`src/design/ssd_pkg.sv`:
```
// Shared constants and types for the step segment detector.
`timescale 1ns / 1ps
`default_nettype none
package ssd_pkg;

  localparam int INDEX_BITS = 24;
  localparam int COUNT_BITS = 16;
  localparam int MINLEN_BITS = 16;
  // Width for comparing segment lengths against the minimum.
  localparam int CMP_BITS = (INDEX_BITS > MINLEN_BITS) ? INDEX_BITS : MINLEN_BITS;

  typedef logic [INDEX_BITS-1:0] idx_t;
  typedef logic [COUNT_BITS-1:0] cnt_t;

  typedef struct packed {
    logic step_found;
    idx_t step_begin;
    idx_t step_end;
    cnt_t step_total;
  } res_t;

endpackage
`default_nettype wire

```
`src/design/step_segment_detector_core.sv`:
```
// Top level of the step segment detector: segmenter state, output register and skid stage.
`timescale 1ns / 1ps
`default_nettype none
// Usage
// - Input channel (in_valid / in_stall): one beat per sample with the activity
//   flag in_active and the record-start mark in_record_start.
// - Result channel (out_valid / out_stall): exactly one beat per input beat,
//   in order: step_found, step_begin, step_end and the running step_total.
// - Configuration channel (cfg_valid / cfg_ready): one beat writes
//   min_segment_length; cfg_ready is always high. Write only while idle.
// - Each result is registered in the output register, or in the skid if that is held.
// - Throughput: one sample per cycle unless in_stall; the segmenter is a single
//   compare and subtract stage between the input handshake and the output register.
// - Stall: a result that cannot leave drops into a one-entry skid stage, so
//   one more input beat is taken; in_stall rises only while the skid is full.
// - Reset (rst_n low, synchronous): index, phase, marks and step count clear,
//   min_segment_length returns to 1, both output stages empty.
module step_segment_detector_core
  import ssd_pkg::*;
(
  input  wire logic                   clk,
  input  wire logic                   rst_n,
  // input channel
  input  wire logic                   in_valid,
  output logic                        in_stall,
  input  wire logic                   in_active,
  input  wire logic                   in_record_start,
  // result channel
  output logic                        out_valid,
  input  wire logic                   out_stall,
  output logic                        out_step_found,
  output logic [INDEX_BITS-1:0]       out_step_begin,
  output logic [INDEX_BITS-1:0]       out_step_end,
  output logic [COUNT_BITS-1:0]       out_step_total,
  // configuration channel
  input  wire logic                   cfg_valid,
  output logic                        cfg_ready,
  input  wire logic [MINLEN_BITS-1:0] cfg_min_segment_length
);

  localparam logic [1:0] PH_IDLE   = 2'd0;
  localparam logic [1:0] PH_FIRST  = 2'd1;
  localparam logic [1:0] PH_SECOND = 2'd2;
  localparam logic [1:0] PH_UNUSED = 2'd3;

  // Segmenter state
  logic [MINLEN_BITS-1:0] min_len_r;
  idx_t                   index_r, index_nxt;
  logic                   prev_flag_r, prev_flag_nxt;
  logic [1:0]             phase_r, phase_nxt;
  idx_t                   open_start_r, open_start_nxt;
  idx_t                   first_mark_r, first_mark_nxt;
  idx_t                   second_mark_r, second_mark_nxt;
  idx_t                   last_stop_r, last_stop_nxt;
  cnt_t                   step_cnt_r, step_cnt_nxt;

  // Output register and skid stage
  logic out_valid_r, skid_valid_r;
  res_t out_res_r, skid_res_r;
  res_t res_nxt;

  logic in_take, out_take;
  idx_t idx_inc, len2;
  logic long_enough;

  assign in_stall  = skid_valid_r;
  assign cfg_ready = 1'b1;
  assign in_take   = in_valid && !in_stall;
  assign out_take  = out_valid_r && !out_stall;

  assign idx_inc = index_r + idx_t'(1);
  assign len2    = idx_inc - second_mark_r;
  assign long_enough = (CMP_BITS'(first_mark_r) >= CMP_BITS'(min_len_r)) &&
                       (CMP_BITS'(len2) >= CMP_BITS'(min_len_r));

  // One sample through the segmenter
  always_comb begin
    index_nxt       = index_r;
    prev_flag_nxt   = prev_flag_r;
    phase_nxt       = phase_r;
    open_start_nxt  = open_start_r;
    first_mark_nxt  = first_mark_r;
    second_mark_nxt = second_mark_r;
    last_stop_nxt   = last_stop_r;
    step_cnt_nxt    = step_cnt_r;
    res_nxt         = '0;
    if (in_record_start) begin
      // restart the record; the step count is kept
      index_nxt     = '0;
      phase_nxt     = PH_IDLE;
      prev_flag_nxt = in_active;
    end else begin
      index_nxt     = idx_inc;
      prev_flag_nxt = in_active;
      if (in_active != prev_flag_r) begin
        case (phase_r)
          PH_FIRST: begin
            // first segment ends: keep its length, mark the second change
            first_mark_nxt  = idx_inc - first_mark_r;
            second_mark_nxt = idx_inc;
            phase_nxt       = PH_SECOND;
          end
          PH_SECOND: begin
            // close the step one sample back, then reopen at this change
            last_stop_nxt = idx_inc - idx_t'(1);
            if (long_enough) begin
              if (step_cnt_r != '1) begin
                step_cnt_nxt = step_cnt_r + cnt_t'(1);
              end
              res_nxt.step_found = 1'b1;
              res_nxt.step_begin = open_start_r;
              res_nxt.step_end   = idx_inc - idx_t'(1);
            end
            open_start_nxt = idx_inc;
            first_mark_nxt = idx_inc;
            phase_nxt      = PH_FIRST;
          end
          default: begin
            // idle (and the unused code): open a step
            open_start_nxt = idx_inc;
            first_mark_nxt = idx_inc;
            phase_nxt      = PH_FIRST;
          end
        endcase
      end
    end
    res_nxt.step_total = step_cnt_nxt;
  end

  // Configuration register
  always_ff @(posedge clk) begin
    if (!rst_n) begin
      min_len_r <= MINLEN_BITS'(1);
    end else if (cfg_valid && cfg_ready) begin
      min_len_r <= cfg_min_segment_length;
    end
  end

  // Advance the segmenter on each accepted beat
  always_ff @(posedge clk) begin
    if (!rst_n) begin
      index_r       <= '0;
      prev_flag_r   <= 1'b0;
      phase_r       <= PH_IDLE;
      open_start_r  <= '0;
      first_mark_r  <= '0;
      second_mark_r <= '0;
      last_stop_r   <= '0;
      step_cnt_r    <= '0;
    end else if (in_take) begin
      index_r       <= index_nxt;
      prev_flag_r   <= prev_flag_nxt;
      phase_r       <= phase_nxt;
      open_start_r  <= open_start_nxt;
      first_mark_r  <= first_mark_nxt;
      second_mark_r <= second_mark_nxt;
      last_stop_r   <= last_stop_nxt;
      step_cnt_r    <= step_cnt_nxt;
    end
  end

  // Output register with skid: the skid drains first, new results fill the
  // output register when it frees up, else park in the skid.
  always_ff @(posedge clk) begin
    if (!rst_n) begin
      out_valid_r  <= 1'b0;
      skid_valid_r <= 1'b0;
    end else if (skid_valid_r) begin
      if (out_take) begin
        out_valid_r  <= 1'b1;
        skid_valid_r <= 1'b0;
      end
    end else if (in_take) begin
      if (!out_valid_r || out_take) begin
        out_valid_r <= 1'b1;
      end else begin
        skid_valid_r <= 1'b1;
      end
    end else if (out_take) begin
      out_valid_r <= 1'b0;
    end
  end

  always_ff @(posedge clk) begin
    if (skid_valid_r) begin
      if (out_take) begin
        out_res_r <= skid_res_r;
      end
    end else if (in_take) begin
      if (!out_valid_r || out_take) begin
        out_res_r <= res_nxt;
      end else begin
        skid_res_r <= res_nxt;
      end
    end
  end

  assign out_valid      = out_valid_r;
  assign out_step_found = out_res_r.step_found;
  assign out_step_begin = out_res_r.step_begin;
  assign out_step_end   = out_res_r.step_end;
  assign out_step_total = out_res_r.step_total;

  // Checks
  a_skid_behind_out: assert property (@(posedge clk) disable iff (!rst_n)
    skid_valid_r |-> out_valid_r)
    else $error("skid holds a result while the output register is empty");

  a_phase_legal: assert property (@(posedge clk) disable iff (!rst_n)
    phase_r != PH_UNUSED)
    else $error("segmenter reached the unused phase");

  a_count_monotonic: assert property (@(posedge clk) disable iff (!rst_n)
    ##1 step_cnt_r >= $past(step_cnt_r))
    else $error("step count went down");

  a_found_counted: assert property (@(posedge clk) disable iff (!rst_n)
    (out_valid_r && out_res_r.step_found) |-> (out_res_r.step_total != '0))
    else $error("step reported with a zero step total");

endmodule
`default_nettype wire
```
`config.mk`:
```
export PLATFORM = sky130hd
export DESIGN_NAME = step_segment_detector_core
export DESIGN_NICKNAME = d
export VERILOG_FILES = /design/src/design/ssd_pkg.sv /design/src/design/step_segment_detector_core.sv
export SDC_FILE = /design/constraint.sdc
export NUM_CORES = 1
export LEC_CHECK = 0
export BUFFER_PORTS_ARGS = -buffer_cell sky130_fd_sc_hd__buf_2
export CAP_MARGIN = 20
export CORE_ASPECT_RATIO = 0.75
export CORE_UTILIZATION = 50
export DETAILED_ROUTE_END_ITERATION = 8
export PLACE_DENSITY = 0.73
export SLEW_MARGIN = 10
export SYNTH_ARGS = -nofsm -noshare
export SYNTH_HDL_FRONTEND = slang
export SYNTH_SLANG_ARGS = --single-unit
```
`constraint.sdc`:
```
create_clock -name clk -period 6.85 [get_ports clk]
set_input_delay 1.0275 -clock clk [delete_from_list [all_inputs] [get_ports clk]]
set_output_delay 1.0275 -clock clk [all_outputs]
set_load 0.02 [all_outputs]
```
==> results of run 1 <==
[cells by family (layout without fill, tap and decap cells)]
group / after synthesis / in the layout / synth area share [%]
flops: 263 / 263 / 45.30
mux: 65 / 65 / 4.929
simple gates: 478 / 478 / 16.13
fa+ha+maj: 82 / 82 / 7.182
xor+xnor: 95 / 95 / 5.974
buf+inv: 177 / 266 / 4.912
compound gates: 327 / 327 / 15.55
other cells: 1 / 1 / 0.02587
[metal layers]
| layer | vias up | part of all wire (%) | global-route usage (%) |
|---|---|---|---|
| met5 | - | 0 | 0 |
| met4 | 0 | 1.7 | 4.808 |
| met3 | 51 | 7.2 | 3.561 |
| met2 | 384 | 43 | 35.51 |
| met1 | 5370 | 48 | 36.79 |
| li1 | 5488 | - | - |
[layout make-up]
cell class | instances | area, um^2 | share of cell area, %
timing repair buffer | 118 | 670.6 | 4.136
multi-input combinational | 1048 | 7236 | 44.63
tap | 385 | 481.7 | 2.971
sequential | 263 | 6568 | 40.51
clock inverter | 13 | 135.1 | 0.8335
clock buffer | 35 | 747.0 | 4.607
inverter | 100 | 375.4 | 2.315
[worst reg2reg max path, delay by kind of cell (launching register included)]
kind            cells  cell delay (ps)
compound gates      9             1700
simple gates        7             1980
buf+inv             3              700
xor+xnor            2              420
flops               1              380
fa+ha+maj           3              840
[where the power goes]
part / total [W] / leakage (nW) / internal (W) / switching (W)
combinational: 0.000539 / 3.93 / 0.000199 / 0.000340
clock: 0.00147 / 0.420 / 0.000847 / 0.000624
sequential: 0.00175 / 2.32 / 0.00171 / 0.0000313
total: 0.00375 / 6.67 / 0.00276 / 0.000995
[Yosys cell counts (all sizes together) (6+ instances only)]
cell and count:
nand2b 15, mux2 42, xnor2 74, nor3 20, nor2b 20, a21boi 7, nor2 150, o21a 10
a21o 23, ha 80, mux2i 23, a22oi 21, inv 99, nand4 23, a31oi 9, o211ai 6
o21bai 6, nand2 113, a211oi 60, o21ai 49, o211a 7, o31ai 27, edfxtp 130, xor2 21
or3 9, buf 19, and3 57, and2 15, a21oi 74, clkbuf 58, nand3 35, dfxtp 133
[through the flow]
step                      cell area [um^2]  utilization [%]
final                                16210            57.39
after global routing                 16210            57.39
after CTS                            16200            57.34
after detailed placement             15320            54.22
after global placement               15320            54.22
after floorplan                      14490                -
[state kept, by name (all words and copies together), names as in the netlist]
register / count
first_mark_r: 24
in_stall: 1
index_r: 24
min_len_r: 16
open_start_r: 24
out_step_begin: 24
out_step_end: 24
out_step_found: 1
out_step_total: 16
out_valid: 1
phase_r: 2
prev_flag_r: 1
second_mark_r: 24
skid_res_r: 65
step_cnt_r: 16
[layout by cell type (no fill, tap or decap), types with 35 or more instances in the layout]
cell	count
sky130_fd_sc_hd__a211oi_1	60
sky130_fd_sc_hd__a21oi_1	69
sky130_fd_sc_hd__and3_1	55
sky130_fd_sc_hd__buf_2	89
sky130_fd_sc_hd__dfxtp_1	132
sky130_fd_sc_hd__edfxtp_1	130
sky130_fd_sc_hd__ha_1	80
sky130_fd_sc_hd__inv_1	96
sky130_fd_sc_hd__mux2_2	38
sky130_fd_sc_hd__nand2_1	111
sky130_fd_sc_hd__nand3_1	35
sky130_fd_sc_hd__nor2_1	148
sky130_fd_sc_hd__o21ai_0	44
sky130_fd_sc_hd__xnor2_1	73
[worst max path at each step]
stage | start | end | slack (ps)
6_report | index_r[1] | out_step_end[8] | 540
5_1_grt | index_r[1] | out_step_end[23] | 50
4_1_cts | index_r[1] | out_step_end[15] | 620
3_5_place_dp | index_r[1] | out_step_end[15] | 650
3_3_place_gp | index_r[1] | out_step_total[13] | 900
2_1_floorplan | in_valid | out_step_begin[0] | 1370
==> flow_summary.ini, run 1 <==
[status]
status = finished, final reports clean

[cts]
cts_resized = 0
clock_buffers_created_by_tritoncts = 26
post_cts_buffers = 0
cts_hold_buffers = 0
numClockSinks = 263
clk_transition_reported_paths_ps = 60
cts.root.buffer_cell = sky130_fd_sc_hd__clkbuf_16
htree_levels = 1
clock_insertion_delay_worst_skew_ps = 540
clock_path_buffers = 3
tritoncts_clock_tree = built

[final_layout]
n_antenna_cell = 0
finish.net_count = 1662
flow.area_growth_from_synthesis_pct = 11.86
fillerInstances = 2465
final_cell_count_no_fill = 1962
drive_gt1_share_pct = 15.28

[setup_path]
timing.critical_path.required_ps = 7090
worstReg2RegStart = index_r[1]
cp-start-kind = flip-flop
timing.critical_path.depth = 24
critPathSlowestCell = sky130_fd_sc_hd__buf_4
worst_path_most_repeated_cell = sky130_fd_sc_hd__ha_1
worst-r2r-setup-slack_ps = 540
arrival_ps = 6550
path_class = reg2reg
cp_num_buf_inv = 3
setup.worst_path.end_class = flip-flop
r2r-end = out_step_end[8]
path_max_fanout = 40
cp_cell_sequence = ha_1 > and3_1 > and3_1 > nand2_1 > xor2_1 > inv_1 > ha_1 > nand3_1 > a21oi_1 > a211o_1 > a31oi_4 > inv_1 > a21oi_1 > xnor2_1 > ha_1 > a221oi_1 > o21ai_0 > or3_1 > a211oi_1 > o2111a_1 > nand4_4 > nand2_4 > buf_4 > o31ai_1
r2r_depth = 24
cp_slowest_stage_delay_ps = 410
delay_heaviest_family_cp = simple AND/OR/NAND/NOR gates

[run]
timing.max_cap.violations = 0

[detailed_routing]
dr.pass1.iters = 5
route.detailed.drc = 0
routed_via_density = 5.756
via_count = 11293
drt_iter0_markers = 996
post_drt_wl_per_cell_um = 18.09
ant_nets = 0
wirelength_mm = 35.50

[die]
placementRows = 53
die_w_um = 198.6
fp.coreArea_um2 = 28250
fp.dieArea_um2 = 29680
floorplan.initialDensity_pct = 51.31
die-height_um = 149.5
ios = 91

[synthesis]
cells_taking_the_most_area_after_synthesis = sky130_fd_sc_hd__edfxtp_1 (27%), sky130_fd_sc_hd__dfxtp_1 (18%), sky130_fd_sc_hd__ha_1 (6.9%)
postSynthRegisterBits = 263
synth-warning-count = 0
post_synth_edffs = 130
synthesis.area_per_instance_um2 = 9.741
synth_sequential_area_ratio_pct = 45.30
syn_nets = 1593
synth.cell_area_um2 = 14490
cell_accounting_for_the_most_synthesized_area = sky130_fd_sc_hd__edfxtp_1
async_reset_ff_share_pct = 0
netlist-cell-type-count = 84
synth_top_area_share_pct = 26.93
dominant_synthesized_flop_cell = sky130_fd_sc_hd__dfxtp_1
syn_inst = 1488

[timing]
slew_violations = 0
fin_ws_ps = 540.0
final.min_clock_period_ps = 6310
smallest_hold_slack_ps = 469.3
rsz0062_at_grt = no
relSlewSlack_pct = 30.79
worst_margin_pin_slew_ps = 1038
report.final.setup_viol = 0
setup_total_negative_slack_ps = 0
portion_of_the_clock_cycle_consumed_by_the_worst_path_in_the_final_layout_pct = 92.12
final_hold_viol_count = 0
max_clock_freq_ghz = 0.1585
finClkSkew_ps = 8.965

[global_routing]
globalRoute.totalOverflow = 0
grt_pass1_vias = 10587
grt_max_degree = 66
number_of_antenna_violations_at_the_first_check_in_global_routing = 0
grt_first_pass_wirelength_mm = 56.43
grt_util_all_layers_pct = 23.97

[pwr]
static-leakage-power_nw = 6.675
cellPowerDensity_nw_per_um2 = 231.6
fin_total_pwr_w = 0.003755
vdd.ir_drop.worst_mv = 0.1742

[place]
pre_cts_ws_ps = 653.8
placedCellCount = 1913
placement.io_buffers = 89
detailed_place_hpwl_mm = 25.20
gp_congestion = 0.9327

[min_path]
worstHoldStart = open_start_r[16]
worst_hold_path.endpoint = open_start_r[16]
hold_depth = 2
worst_hold_path_type = reg2reg
(Power assumes the default switching activity.)
==> inputs of run 2 (changes only) <==
--- a/config.mk
+++ b/config.mk
@@ -7,8 +7,9 @@
 export LEC_CHECK = 0
 export BUFFER_PORTS_ARGS = -buffer_cell sky130_fd_sc_hd__buf_2
 export CAP_MARGIN = 20
-export CORE_ASPECT_RATIO = 0.75
+export CORE_ASPECT_RATIO = 1.75
 export CORE_UTILIZATION = 50
+export CTS_BUF_LIST = sky130_fd_sc_hd__clkbuf_4 sky130_fd_sc_hd__clkbuf_8 sky130_fd_sc_hd__clkbuf_16
 export DETAILED_ROUTE_END_ITERATION = 8
 export PLACE_DENSITY = 0.73
 export SLEW_MARGIN = 10
==> flow_summary.ini, run 2 (same netlist as run 1, synthesis figures left out) <==
[status]
status = finished, final reports clean

[detailed_routing]
ant_nets = 0
routed_via_density = 5.728
wirelength_mm = 33.39
dr.pass1.iters = 7
post_drt_wl_per_cell_um = 17.15
drt_iter0_markers = 866
route.detailed.drc = 0
via_count = 11152

[die]
die-height_um = 227.2
placementRows = 82
die_w_um = 130.7
fp.coreArea_um2 = 28520
fp.dieArea_um2 = 29700
ios = 91
floorplan.initialDensity_pct = 50.82

[cts]
tritoncts_clock_tree = built
clk_transition_reported_paths_ps = 70
clock_path_buffers = 3
clock_insertion_delay_worst_skew_ps = 540
clock_buffers_created_by_tritoncts = 24
cts_hold_buffers = 0
cts_resized = 0
post_cts_buffers = 0
cts.root.buffer_cell = sky130_fd_sc_hd__clkbuf_16
numClockSinks = 263
htree_levels = 1

[final_layout]
final_cell_mix = sky130_fd_sc_hd__nor2_1 (148), sky130_fd_sc_hd__dfxtp_1 (132), sky130_fd_sc_hd__edfxtp_1 (130)
finish.net_count = 1656
most_common_cell_after_layout_fill_and_taps_aside = sky130_fd_sc_hd__nor2_1
max_flop_register = skid_res_r
finish.instance_area_um2 = 16140
drive_gt1_share_pct = 14.98
n_antenna_cell = 0
flow.area_growth_from_synthesis_pct = 11.35
max_ffs_per_register = 65

[pwr]
power_switching_share_pct = 26.75
cellPowerDensity_nw_per_um2 = 229.4
static-leakage-power_nw = 6.646
power_switching_w = 0.0009903
vdd.ir_drop.worst_mv = 0.1615
comb_power_share_pct = 14.4
share_seq_of_total_power_pct = 47.1
internal_power_w = 0.002711
power.clock.fraction_pct = 38.6

[timing]
slew_violations = 0
report.final.setup_viol = 0
final.min_clock_period_ps = 6240
relSlewSlack_pct = 32.39
worst_margin_pin_slew_ps = 1014
setup_total_negative_slack_ps = 0
max_clock_freq_ghz = 0.1602
rsz0062_at_grt = no
portion_of_the_clock_cycle_consumed_by_the_worst_path_in_the_final_layout_pct = 91.10
finClkSkew_ps = 14.59
final_hold_viol_count = 0

[run]
timing.max_cap.violations = 0

[setup_path]
r2r_depth = 24
setup.worst_path.end_class = flip-flop
cp-start-kind = flip-flop
path_max_fanout = 24
timing.critical_path.required_ps = 7130
path_class = reg2reg
arrival_ps = 6520

[place]
cell_area_after_placement_um2 = 15300
gp_congestion = 0.9311
placement.io_buffers = 89
detailed_place_hpwl_mm = 24.46

[min_path]
hold_depth = 2
worst_hold_path_type = reg2reg

[global_routing]
grt_pass1_vias = 10856
grt_first_pass_wirelength_mm = 53.96
grt_util_all_layers_pct = 22.98
globalRoute.totalOverflow = 0
number_of_antenna_violations_at_the_first_check_in_global_routing = 0
grt_max_degree = 66
## run 2: changes by cell type in the layout (fill, tap and decap cells not counted), sizes merged
cell,before,now
clkinv,7,8
bufinv,2,3
buf,118,114
clkbuf,35,26
inv,100,105
clkinvlp,4,2
## run 2: worst max-delay path, stage by stage, from the launching register on
cell and delay [ps]:
sky130_fd_sc_hd__dfxtp_1 380, sky130_fd_sc_hd__ha_1 250, sky130_fd_sc_hd__and3_1 270, sky130_fd_sc_hd__and3_1 390, sky130_fd_sc_hd__nand2_1 110, sky130_fd_sc_hd__xor2_1 310, sky130_fd_sc_hd__inv_1 190, sky130_fd_sc_hd__ha_1 370
sky130_fd_sc_hd__nand3_1 150, sky130_fd_sc_hd__a21oi_1 90, sky130_fd_sc_hd__a211o_1 300, sky130_fd_sc_hd__a31oi_4 240, sky130_fd_sc_hd__inv_1 70, sky130_fd_sc_hd__a21oi_1 170, sky130_fd_sc_hd__xnor2_1 90, sky130_fd_sc_hd__ha_1 200
sky130_fd_sc_hd__a221oi_1 210, sky130_fd_sc_hd__o21ai_0 130, sky130_fd_sc_hd__or3_1 390, sky130_fd_sc_hd__a211oi_1 190, sky130_fd_sc_hd__o2111a_1 260, sky130_fd_sc_hd__nand4_4 310, sky130_fd_sc_hd__nand2_2 300, sky130_fd_sc_hd__mux2_4 330
sky130_fd_sc_hd__mux2_4 250
## run 2: layer usage
| layer | vias to the layer above | GRT usage, % | wire length [um] |
|---|---|---|---|
| li1 | 5456 | - | - |
| met1 | 5330 | 26.34 | 13340 |
| met2 | 301 | 42.55 | 17500 |
| met3 | 65 | 2.374 | 1390 |
| met4 | 0 | 9.640 | 1161 |
| met5 | - | 0 | 0 |
## run 2: area by class of cell
| class | instances | area [um^2] |
|---|---|---|
| fill | 2555 | 12380 |
| clock inverter | 18 | 203.9 |
| sequential | 263 | 6568 |
| inverter | 100 | 375.4 |
| tap | 378 | 473.0 |
| multi-input combinational | 1048 | 7241 |
| clock buffer | 26 | 633.1 |
| timing repair buffer | 114 | 645.6 |
## run 2: metrics by stage
step	instances	setup slack, ps	utilization, %	power [W]	hold WS, ps
2_1_floorplan	1488	1373	-	0.002164	431.8
3_3_place_gp	1903	901.3	53.65	0.002297	441.8
3_5_place_dp	1903	694.9	53.65	0.002309	450.9
4_1_cts	1947	677.5	56.58	0.003727	459.7
5_1_grt	1947	161.9	56.58	0.003842	477.1
6_report	1947	609.7	56.58	0.003702	451.5
## run 2: final timing paths
| path | start | endpoint | slack, ps |
|---|---|---|---|
| max | index_r[1] | out_step_total[1] | 610 |
| min | open_start_r[1] | open_start_r[1] | 450 |
| max reg2reg | index_r[1] | out_step_total[1] | 610 |
| min reg2reg | open_start_r[1] | open_start_r[1] | 450 |
## run 2: power groups by stage
stage | Combinational [W] | Clock [W] | Sequential [W]
2_1_floorplan | 0.000352 | 0 | 0.00181
3_3_place_gp | 0.000520 | 0 | 0.00178
3_5_place_dp | 0.000530 | 0 | 0.00178
4_1_cts | 0.000533 | 0.00145 | 0.00174
5_1_grt | 0.000587 | 0.00151 | 0.00175
6_report | 0.000531 | 0.00143 | 0.00174
